<file path="config.mk">
export PLATFORM = sky130hd
export DESIGN_NAME = stepper_velocity_watchdog_rate
export DESIGN_NICKNAME = d
export VERILOG_FILES = /design/src/rtl/core/svwr_pkg.sv /design/src/rtl/core/stepper_velocity_watchdog_rate.sv /design/src/rtl/core/svwr_ctrl.sv /design/src/rtl/core/svwr_datapath.sv
export SDC_FILE = /design/constraint.sdc
export NUM_CORES = 2
export LEC_CHECK = 0
export ABC_AREA = 1
export BUFFER_PORTS_ARGS = -buffer_cell sky130_fd_sc_hd__clkbuf_2
export CAP_MARGIN = 20
export CORE_ASPECT_RATIO = 0.9
export CORE_UTILIZATION = 45
export DETAILED_ROUTE_END_ITERATION = 12
export GPL_TIMING_DRIVEN = 1
export SLEW_MARGIN = 20
export SYNTH_ARGS = -nofsm -noshare
export SYNTH_HDL_FRONTEND = slang
export SYNTH_HIERARCHICAL = 1
export SYNTH_SLANG_ARGS = --single-unit
</file>
<file path="constraint.sdc">
create_clock -name clk -period 7.6 [get_ports clk]
set_clock_uncertainty 0.05 [all_clocks]
set_input_delay 0.76 -clock clk [delete_from_list [all_inputs] [get_ports clk]]
set_output_delay 0.76 -clock clk [all_outputs]
set_load 0.02 [all_outputs]
</file>
<file path="src/rtl/core/svwr_pkg.sv">
`default_nettype none

package svwr_pkg;

    // 2*pi * 1e9 * 2^16, floored; the Q16.16 scale of the velocity is folded in
    localparam int unsigned K_W = 49;
    localparam logic [K_W-1:0] TWO_PI_NS_Q16 = 49'd411774832291321;

    // |velocity| <= 2^31 times microsteps < 2^21 stays below 2^52
    localparam int unsigned DEN_W = 52;
    localparam int unsigned MAG_W = 32;
    localparam int unsigned MSTEP_W = 21;

    // One quotient bit per divider step
    localparam int unsigned DIV_STEPS = K_W;
    localparam int unsigned STEP_W = $clog2(DIV_STEPS);

    // Configuration register indexes
    localparam logic [1:0] REG_TIMEOUT_TICKS = 2'd0;
    localparam logic [1:0] REG_MIN_INTERVAL = 2'd1;
    localparam logic [1:0] REG_MAX_INTERVAL = 2'd2;
    localparam logic [1:0] REG_MICROSTEPS = 2'd3;

    // Result status codes
    localparam logic [1:0] STATUS_RUNNING = 2'd0;
    localparam logic [1:0] STATUS_ZERO = 2'd1;
    localparam logic [1:0] STATUS_RANGE = 2'd2;
    localparam logic [1:0] STATUS_TIMEOUT = 2'd3;

    // Controller to datapath
    typedef struct packed {
        logic accept;    // take the input word, update the watchdog
        logic prep;      // form the divisor and load the divider
        logic div_step;  // one restoring division step
        logic load;      // move the result into the output register
    } svwr_cmd_t;

    // Datapath to controller
    typedef struct packed {
        logic early;     // timed out or zero velocity: no division needed
        logic out_free;  // output register can take a word this cycle
    } svwr_stat_t;

endpackage

`default_nettype wire

</file>
<file path="src/rtl/core/stepper_velocity_watchdog_rate.sv">
`default_nettype none

// Stepper step-rate generator with command watchdog. Each input word is one
// control tick: a fresh command latches its velocity (signed Q16.16 rad/s)
// and clears the tick count; otherwise the count rises to timeout_ticks and
// the tick after that forces the held velocity to zero with status "timed
// out". Each tick yields one output word holding the microstep interval
// floor(2*pi*1e9 / (|velocity| * microsteps_per_rev)) in ns on step_period_ns,
// the direction and a status; stopped words carry direction 0 and interval 0.
// A tick that runs the divider occupies the block through the accepting
// cycle (watchdog update), the divisor multiply, 49 restoring division
// steps of one quotient bit each and the output load, after which its
// result word is valid; a tick that times out or holds zero velocity
// skips the division steps and passes straight from the divisor multiply to
// the output load. A full output register that is not being taken stretches
// the load cycle until it frees. The next word is accepted as soon as the
// result is in the output register, even while it waits to be taken. Write
// configuration only while the block is idle.
module stepper_velocity_watchdog_rate
    import svwr_pkg::*;
(
    input  wire logic        clk,
    input  wire logic        rst_n,
    input  wire logic        cfg_we,
    input  wire logic [1:0]  cfg_index,
    input  wire logic [31:0] cfg_data,
    input  wire logic        in_valid,
    output logic             in_ready,
    input  wire logic        new_command,
    input  wire logic [31:0] velocity,
    output logic             out_valid,
    input  wire logic        out_ready,
    output logic             running,
    output logic             direction,
    output logic [31:0]      step_period_ns,
    output logic [1:0]       status
);

    svwr_cmd_t  cmd;
    svwr_stat_t stat;

    svwr_ctrl u_ctrl (
        .clk      (clk),
        .rst_n    (rst_n),
        .in_valid (in_valid),
        .in_ready (in_ready),
        .stat     (stat),
        .cmd      (cmd)
    );

    svwr_datapath u_datapath (
        .clk            (clk),
        .rst_n          (rst_n),
        .cmd            (cmd),
        .stat           (stat),
        .cfg_we         (cfg_we),
        .cfg_index      (cfg_index),
        .cfg_data       (cfg_data),
        .new_command    (new_command),
        .velocity       (velocity),
        .out_valid      (out_valid),
        .out_ready      (out_ready),
        .running        (running),
        .direction      (direction),
        .step_period_ns (step_period_ns),
        .status         (status)
    );

endmodule

`default_nettype wire

</file>
<file path="src/rtl/core/svwr_ctrl.sv">
`default_nettype none

module svwr_ctrl
    import svwr_pkg::*;
(
    input  wire logic       clk,
    input  wire logic       rst_n,
    input  wire logic       in_valid,
    output logic            in_ready,
    input  wire svwr_stat_t stat,
    output svwr_cmd_t       cmd
);

    typedef enum logic [1:0] {
        ST_IDLE,
        ST_PREP,
        ST_DIV,
        ST_FIN
    } state_t;

    state_t             state_reg;
    state_t             state_next;
    logic [STEP_W-1:0]  step_reg;
    logic [STEP_W-1:0]  step_next;

    assign in_ready = (state_reg == ST_IDLE);

    // Decode commands and next state
    always_comb
    begin
        state_next   = state_reg;
        step_next    = step_reg;
        cmd.accept   = 1'b0;
        cmd.prep     = 1'b0;
        cmd.div_step = 1'b0;
        cmd.load     = 1'b0;
        unique case (state_reg)
            ST_IDLE:
            begin
                if (in_valid)
                begin
                    cmd.accept = 1'b1;
                    state_next = ST_PREP;
                end
            end
            ST_PREP:
            begin
                cmd.prep  = 1'b1;
                step_next = '0;
                if (stat.early)
                    state_next = ST_FIN;
                else
                    state_next = ST_DIV;
            end
            ST_DIV:
            begin
                cmd.div_step = 1'b1;
                step_next    = step_reg + 1'b1;
                if (step_reg == STEP_W'(DIV_STEPS - 1))
                    state_next = ST_FIN;
            end
            ST_FIN:
            begin
                if (stat.out_free)
                begin
                    cmd.load   = 1'b1;
                    state_next = ST_IDLE;
                end
            end
            default:
            begin
                state_next = ST_IDLE;
            end
        endcase
    end

    // Hold state and step count
    always_ff @(posedge clk or negedge rst_n)
    begin
        if (!rst_n)
        begin
            state_reg <= ST_IDLE;
            step_reg  <= '0;
        end
        else
        begin
            state_reg <= state_next;
            step_reg  <= step_next;
        end
    end

endmodule

`default_nettype wire

</file>
<file path="src/rtl/core/svwr_datapath.sv">
`default_nettype none

module svwr_datapath
    import svwr_pkg::*;
(
    input  wire logic        clk,
    input  wire logic        rst_n,
    input  wire svwr_cmd_t   cmd,
    output svwr_stat_t       stat,
    input  wire logic        cfg_we,
    input  wire logic [1:0]  cfg_index,
    input  wire logic [31:0] cfg_data,
    input  wire logic        new_command,
    input  wire logic [31:0] velocity,
    output logic             out_valid,
    input  wire logic        out_ready,
    output logic             running,
    output logic             direction,
    output logic [31:0]      step_period_ns,
    output logic [1:0]       status
);

    logic [15:0]         timeout_ticks_reg;
    logic [29:0]         min_interval_reg;
    logic [31:0]         max_interval_reg;
    logic [MSTEP_W-1:0]  microsteps_reg;

    logic [31:0]         held_velocity_reg;
    logic [15:0]         ticks_reg;
    logic                timed_out_reg;

    logic                negative_reg;
    logic [DEN_W-1:0]    den_reg;
    logic [DEN_W-1:0]    rem_reg;
    logic [K_W-1:0]      quo_reg;

    logic                out_valid_reg;
    logic                running_reg;
    logic                direction_reg;
    logic [31:0]         interval_reg;
    logic [1:0]          status_reg;

    logic [MAG_W-1:0]    mag;
    logic [MAG_W+MSTEP_W-1:0] prod;
    logic [DEN_W:0]      trial;
    logic [DEN_W:0]      diff;
    logic                fits;
    logic                zero_vel;
    logic                in_range;
    logic                res_running;
    logic [1:0]          res_status;

    // Write configuration registers
    always_ff @(posedge clk or negedge rst_n)
    begin
        if (!rst_n)
        begin
            timeout_ticks_reg <= 16'd20;
            min_interval_reg  <= 30'd20000;
            max_interval_reg  <= 32'd1000000000;
            microsteps_reg    <= MSTEP_W'(200);
        end
        else if (cfg_we)
        begin
            unique case (cfg_index)
                REG_TIMEOUT_TICKS: timeout_ticks_reg <= cfg_data[15:0];
                REG_MIN_INTERVAL:  min_interval_reg  <= cfg_data[29:0];
                REG_MAX_INTERVAL:  max_interval_reg  <= cfg_data;
                REG_MICROSTEPS:    microsteps_reg    <= cfg_data[MSTEP_W-1:0];
                default:           ;
            endcase
        end
    end

    // Watchdog: latch a fresh command, else count up, else force zero
    always_ff @(posedge clk or negedge rst_n)
    begin
        if (!rst_n)
        begin
            held_velocity_reg <= '0;
            ticks_reg         <= '0;
            timed_out_reg     <= 1'b0;
        end
        else if (cmd.accept)
        begin
            if (new_command)
            begin
                held_velocity_reg <= velocity;
                ticks_reg         <= '0;
                timed_out_reg     <= 1'b0;
            end
            else if (ticks_reg < timeout_ticks_reg)
            begin
                ticks_reg     <= ticks_reg + 16'd1;
                timed_out_reg <= 1'b0;
            end
            else
            begin
                held_velocity_reg <= '0;
                timed_out_reg     <= 1'b1;
            end
        end
    end

    // Magnitude; the most negative value maps onto 2^31 by itself
    assign mag  = held_velocity_reg[31] ? (~held_velocity_reg + 32'd1) : held_velocity_reg;
    assign prod = mag * microsteps_reg;

    assign zero_vel   = (held_velocity_reg == '0);
    assign stat.early = timed_out_reg || zero_vel;

    // Restoring division step
    assign trial = {rem_reg, quo_reg[K_W-1]};
    assign diff  = trial - {1'b0, den_reg};
    assign fits  = (trial >= {1'b0, den_reg});

    // Load the divider, then shift in one quotient bit per step
    always_ff @(posedge clk)
    begin
        if (cmd.prep)
        begin
            negative_reg <= held_velocity_reg[31];
            den_reg      <= prod[DEN_W-1:0];
            rem_reg      <= '0;
            quo_reg      <= TWO_PI_NS_Q16;
        end
        else if (cmd.div_step)
        begin
            if (fits)
            begin
                rem_reg <= diff[DEN_W-1:0];
                quo_reg <= {quo_reg[K_W-2:0], 1'b1};
            end
            else
            begin
                rem_reg <= trial[DEN_W-1:0];
                quo_reg <= {quo_reg[K_W-2:0], 1'b0};
            end
        end
    end

    // Check the exact quotient against the configured window
    assign in_range = (quo_reg[K_W-1:32] == '0)
                   && (quo_reg[31:0] >= {2'b00, min_interval_reg})
                   && ((quo_reg[31:0] < max_interval_reg)
                       || ((quo_reg[31:0] == max_interval_reg) && (rem_reg == '0)));

    always_comb
    begin
        res_running = 1'b0;
        priority if (timed_out_reg)
            res_status = STATUS_TIMEOUT;
        else if (zero_vel)
            res_status = STATUS_ZERO;
        else if (!in_range)
            res_status = STATUS_RANGE;
        else
        begin
            res_status  = STATUS_RUNNING;
            res_running = 1'b1;
        end
    end

    // Output word register
    assign stat.out_free = !out_valid_reg || out_ready;

    always_ff @(posedge clk or negedge rst_n)
    begin
        if (!rst_n)
            out_valid_reg <= 1'b0;
        else if (cmd.load)
            out_valid_reg <= 1'b1;
        else if (out_ready)
            out_valid_reg <= 1'b0;
    end

    always_ff @(posedge clk)
    begin
        if (cmd.load)
        begin
            running_reg   <= res_running;
            direction_reg <= res_running && negative_reg;
            interval_reg  <= res_running ? quo_reg[31:0] : 32'd0;
            status_reg    <= res_status;
        end
    end

    assign out_valid      = out_valid_reg;
    assign running        = running_reg;
    assign direction      = direction_reg;
    assign step_period_ns = interval_reg;
    assign status         = status_reg;

endmodule

`default_nettype wire
</file>
# --- After elaboration in Yosys (flattened, before gate mapping) ---
# Index checks and enable logic that the tools add are counted.
word_totals:
  register_bits: 347
  output_inout_bits: 38
  in_bits: 72
  word_cells: 93
classes:
  addsub: 4
  n_mul: 1
  eq_ne: 12
  n_mux: 28
  reduce_logical: 24
  bitwise_logic: 1
  order_cmp: 4
op_table:
  columns: ["cell", "n"]
  rows:
  - ["32-bit 2-to-1 mux", 3]
  - ["53-bit by 52-bit >= comparator with 1-bit output", 1]
  - ["52-bit zero test", 1]
  - ["32-bit by 21-bit multiplier with 52-bit output", 1]
  - ["52-bit 2-to-1 mux", 1]
  - ["52-bit subtractor", 1]
  - ["32-bit by 1-bit adder with 32-bit output, second input constant", 1]
  - ["32-bit equality test", 1]
  - ["32-bit by 30-bit >= comparator with 1-bit output", 1]
  - ["32-bit zero test", 1]
  - ["32-bit less-than comparator", 1]
  - ["16-bit 2-to-1 mux", 2]
  - ["32-bit NOT", 1]
  - ["17-bit zero test", 1]
  - ["16-bit by 1-bit adder with 16-bit output, second input constant", 1]
  - ["16-bit less-than comparator", 1]
  - ["1-bit 2-to-1 mux", 15]
  - ["6-bit one-hot mux with 2 select lines", 1]
  - ["2-bit AND reduction", 6]
  - ["2-bit 2-to-1 mux", 5]
  - ["2-bit equality test, second input constant", 4]
  - ["2-bit one-hot mux with 4 select lines", 1]
  - ["6-bit by 1-bit adder with 6-bit output, second input constant", 1]
  - ["6-bit equality test, second input constant", 1]
  - ["10 further kinds", 21]

# --- Depth between registers and ports, before layout ---
depth:
  depth_word: 8
  depth_mapped: 37
  mapped_depth_nobuf: 36

# --- Hierarchy ---
# The synthesis kept the hierarchy.
by_module_without_submodules:
  columns: ["module", "area_per_inst_um2", "seq_area_each_um2", "n_inst", "cells_each"]
  rows:
  - ["svwr_datapath", 42734.7, 8451.9, 1, 5746]
  - ["svwr_ctrl", 568.0, 200.2, 1, 71]

# --- Worst setup path after synthesis ---
# Ideal clock, no wire load.
synth_timing:
  path_kind: "register -> register"
  from: "reg u_datapath.held_velocity_reg[0]"
  to: "reg u_datapath.den_reg[47] (data pin)"
  required_time_ns: 7.292
  path_stages_with_launch: 35
  setup_ns: 0.258
  slack_ns: 0.411
  arrival_ns: 6.881
  synth_period_minus_slack_ns: 7.189
  path_buffers: 1
  path_cell_list: "dfrtp_1 -> inv_2 -> ha_1 -> nand3_1 -> nor2_2 -> inv_2 -> nor2_2 -> nand4_1 -> xor2_1 -> nand2_1 -> nand2_1 -> clkbuf_1 -> nor2_1 -> fa_1 -> fa_1 -> inv_1 -> fa_1 -> inv_1 -> fa_1 -> fa_1 -> fa_1 -> inv_1 -> fa_1 -> inv_1 -> ha_1 -> nand2_1 -> nor2_1 -> inv_1 -> nor2_1 -> inv_1 -> nor3_1 -> nand3_1 -> nand3_1 -> a21oi_1 -> xnor2_1"
synth_between:
  elab_chain_cells: 4
synth_rtl:
  columns: ["item", "line", "text"]
  rows:
  - ["start, declared", "svwr_datapath.sv:28", "logic [31:0] held_velocity_reg;"]
  - ["start signal, assigned", "svwr_datapath.sv:88", "held_velocity_reg <= velocity;"]
  - ["32-bit NOT", "svwr_datapath.sv:106", "assign mag = held_velocity_reg[31] ? (~held_velocity_reg + 32'd1) : held_velocity_reg;"]
  - ["32-bit by 1-bit adder with 32-bit output", "svwr_datapath.sv:106", null]
  - ["32-bit 2-to-1 mux *", "svwr_datapath.sv:106", null]
  - ["32-bit by 21-bit multiplier with 52-bit output *", "svwr_datapath.sv:107", "assign prod = mag * microsteps_reg;"]
  - ["named net u_datapath.prod[47]", "svwr_datapath.sv:44", "logic [MAG_W+MSTEP_W-1:0] prod;"]
  - ["end signal, assigned", "svwr_datapath.sv:123", "den_reg <= prod[DEN_W-1:0];"]
  - ["end, declared", "svwr_datapath.sv:33", "logic [DEN_W-1:0] den_reg;"]
# Mark *: on every way through the listed nets, which the timed path passes. The rest lies on a longest branch.
# A chain may end at the register's enable or synchronous reset.

# --- Final worst setup path ---
layout_timing:
  from: "reg u_datapath.held_velocity_reg[0]"
  to: "reg u_datapath.den_reg[50] (data pin)"
# The elaborated chain is that of the path after synthesis.

==> summary.txt <==
Avg WL per Cell -> 19.47 um
CTS tree -> built
Die area -> 97470 um2
Hold_buf cts -> 0
Simple-gate share of the synthesized area -> 23.54%
Xor/xnor share of the synthesized area -> 1.924%
Clock root buffer -> clkbuf_16
Layout cells sized above 1 -> 15.94%
Fmax -> 133.2 MHz
Syn_area_per_cell -> 7.444 um2
Tmin final -> 7505 ps
DRT Wirelength -> 144700 um
Library cells used by synthesis -> 57
Failing checks -> design-rule violations
Placer Congestion -> 0.9894
Grt ovf -> 0
Routed Antenna Nets -> 0
Crit path kind -> reg2reg
Vias in the first global route -> 38154
CTS Buf Count -> 42
Worst slew pin tran -> 1021 ps
Mux cell area share after synthesis -> 0%
CP endpoint kind -> register
Min-Delay Path Class -> in2async
Row Count -> 107
Worst setup SP type -> register
Crit-path max FO -> 5
Post-DP HPWL -> 118400 um
Post-Synthesis Cells -> 5817
DR vias -> 38353
Synthesized area -> 43300 um2
Longest Clk Path Bufs -> 3
Slowest CP cell -> fa_1
Synth Flop Type -> dfrtp_1
Max_slew headroom -> 31.91%
Seq/Total Area, Yosys -> 19.98%
Final nets -> 7082
Clock Sinks -> 347
Asr flop ratio synth -> 45.24%
Ports -> 110
Hold_ws -> 228.1 ps
Post-Synth Adder-Cell Area -> 34.77%
Starting DRT DRC Count -> 3259
YS warnings -> 6
First-pass GRT wire length -> 221700 um
DR DRC count -> 2
Clock network latency to the later pin of the worst-skew pair -> 600 ps
Endpoints failing hold -> 0
Via-per-instance ratio -> 5.158
Post-synthesis compound-gate area fraction -> 6.325%
Area delta synth->final -> 17.68%
R2R depth -> 38
Core area -> 95050 um2
Arr. time, crit path -> 7800 ps
Slew Limit Fails -> 0
Post-synth EDFFs -> 89
Final period utilization -> 98.76%
Port bufs -> 109
Post-synthesis net count -> 6752
Max cap viols -> 0
Status -> complete, but fails checks
CTS clk-pin slew, worst paths -> 60 ps
Chip Height -> 296.3 um
DR pass1 iterations -> 9
Initial antenna violation count -> 7
Final number of setup-violating endpoints -> 0
H-tree levels -> 2
RSZ-0062 raised after global routing -> true
RR Startpoint -> u_datapath/held_velocity_reg[0]$_DFFE_PN0P_
Req. time, crit path -> 7900 ps
Max incr delay on CP -> 580 ps
Largest family of logic cells by synthesized area -> adder cells
Initial Util -> 45.56%
Synth Register Bits -> 347
Crit path from -> u_datapath/held_velocity_reg[0]$_DFFE_PN0P_
All-Layer GR Usage -> 29.76%
Largest net degree at the start of global routing -> 100
Die Wd -> 329.0 um
==> critical path, delay by kind of cell, from the launching register on <==
kind / cells / cell delay [ps]
AOI/OAI and AO/OA: 4 / 500
xor gates and xnor gates: 2 / 320
adders and majority gates: 9 / 3970
buffers and inverters: 13 / 1160
DFF: 1 / 390
and+or+nand+nor: 10 / 840
==> worst paths after layout <==
kind	slack, ps	to
max	90	u_datapath/den_reg[50]$_DFFE_PP_
min	230	u_datapath/out_valid$_DFFE_PN0P_
max reg2reg	90	u_datapath/den_reg[50]$_DFFE_PP_
min reg2reg	430	u_datapath/min_interval_reg[1]$_DFFE_PN0P_
max in group asynchronous	5910	u_datapath/min_interval_reg[27]$_DFFE_PN0P_
min in group clk	320	u_datapath/held_velocity_reg[24]$_DFFE_PN0P_
==> synthesized netlist by cell type, types with 2 or more instances <==
library cell / n / share of area (%)
nand2_1: 1391 / 12
nor2_4: 3 / 0.078
o21a_1: 9 / 0.16
a21oi_2: 8 / 0.16
buf_6: 4 / 0.10
and3_1: 4 / 0.058
clkinv_1: 10 / 0.087
edfxtp_1: 89 / 6.2
buf_2: 32 / 0.37
o21ai_0: 224 / 2.6
nand3_1: 208 / 2.4
and2_1: 6 / 0.087
or3_1: 3 / 0.043
nand3b_1: 16 / 0.28
xnor2_1: 36 / 0.73
inv_2: 12 / 0.10
fa_1: 567 / 26
nor4_1: 24 / 0.35
nand3_2: 4 / 0.092
a21o_1: 8 / 0.14
dfxtp_1: 101 / 4.7
o211ai_1: 5 / 0.087
or2_2: 15 / 0.22
a21oi_1: 218 / 2.5
nor3_1: 43 / 0.50
xor2_1: 56 / 1.1
inv_1: 1305 / 11
o21ai_1: 7 / 0.081
a31oi_1: 15 / 0.22
nand2_2: 14 / 0.20
dfstp_2: 23 / 1.4
nand4_1: 90 / 1.3
dfrtp_1: 134 / 7.7
clkbuf_1: 153 / 1.3
clkbuf_2: 2 / 0.023
nand4_2: 2 / 0.058
ha_1: 296 / 8.6
buf_4: 6 / 0.10
nor2_1: 630 / 5.5
buf_1: 4 / 0.035
o21bai_1: 14 / 0.24
nor2_2: 11 / 0.16
==> cell type report <==
| class | count | area, um2 |
|---|---|---|
| clock inverters | 24 | 404.1 |
| fillers | 9212 | 44090 |
| well taps | 1253 | 1568 |
| multi-input cells | 3942 | 30430 |
| inverters | 1327 | 5012 |
| repair buffers | 487 | 3712 |
| diodes | 1 | 2.502 |
| clock buffers | 54 | 1179 |
| flip-flops and latches | 347 | 8652 |
==> cell usage in the layout, fill, tap and decap left out, drive strengths merged, types with 101 or more instances in the layout <==
cell / n
nand3: 213
clkbuf: 162
nand2: 1406
a21oi: 227
dfxtp: 101
nor2: 644
o21ai: 231
buf: 379
ha: 296
fa: 567
inv: 1319
dfrtp: 134
==> through the flow <==
step / setup TNS (ps) / std cells / area, um2 / util, % / worst slack, ps
finish: 0 / 7435 / 50960 / 53.61 / 94.57
CTS: 0 / 7392 / 49240 / 51.80 / 4.340
global route: -1765 / 7434 / 50960 / 53.61 / -164.5
global placement: -1392 / 7306 / 47270 / 49.73 / -143.3
detailed placement: -2011 / 7307 / 47290 / 49.75 / -208.3
floorplan: 0 / 5817 / 43300 / - / 411.2
==> routing by layer <==
| layer | routed length (um) | global-route usage [%] |
|---|---|---|
| met1 | 64110 | 41.75 |
| met2 | 64960 | 47.21 |
| met3 | 10690 | 4.589 |
| met4 | 4979 | 9.144 |
| met5 | 0 | 0 |
==> cell families (layout without fill, tap and decap cells) <==
group / count (synthesis) / after routing
XOR/XNOR: 93 / 93
AND/OR/NAND/NOR: 2472 / 2472
flip-flops: 347 / 347
buffers and inverters: 1528 / 1892
other: 0 / 1
AO/OA/AOI/OAI: 514 / 514
adder cells (fa/ha/maj): 863 / 863
==> timing repair <==
action / CTS / global route
resized for setup: 74 / 389
gates cloned: 0 / 1
setup buffers: 7 / 41
pin swaps: 21 / 194
setup endpoints to repair: 26 / 35
Power is left out: the tool's default activity adds up to more than one toggle a clock period on the data nets, which glitch-free logic cannot reach.
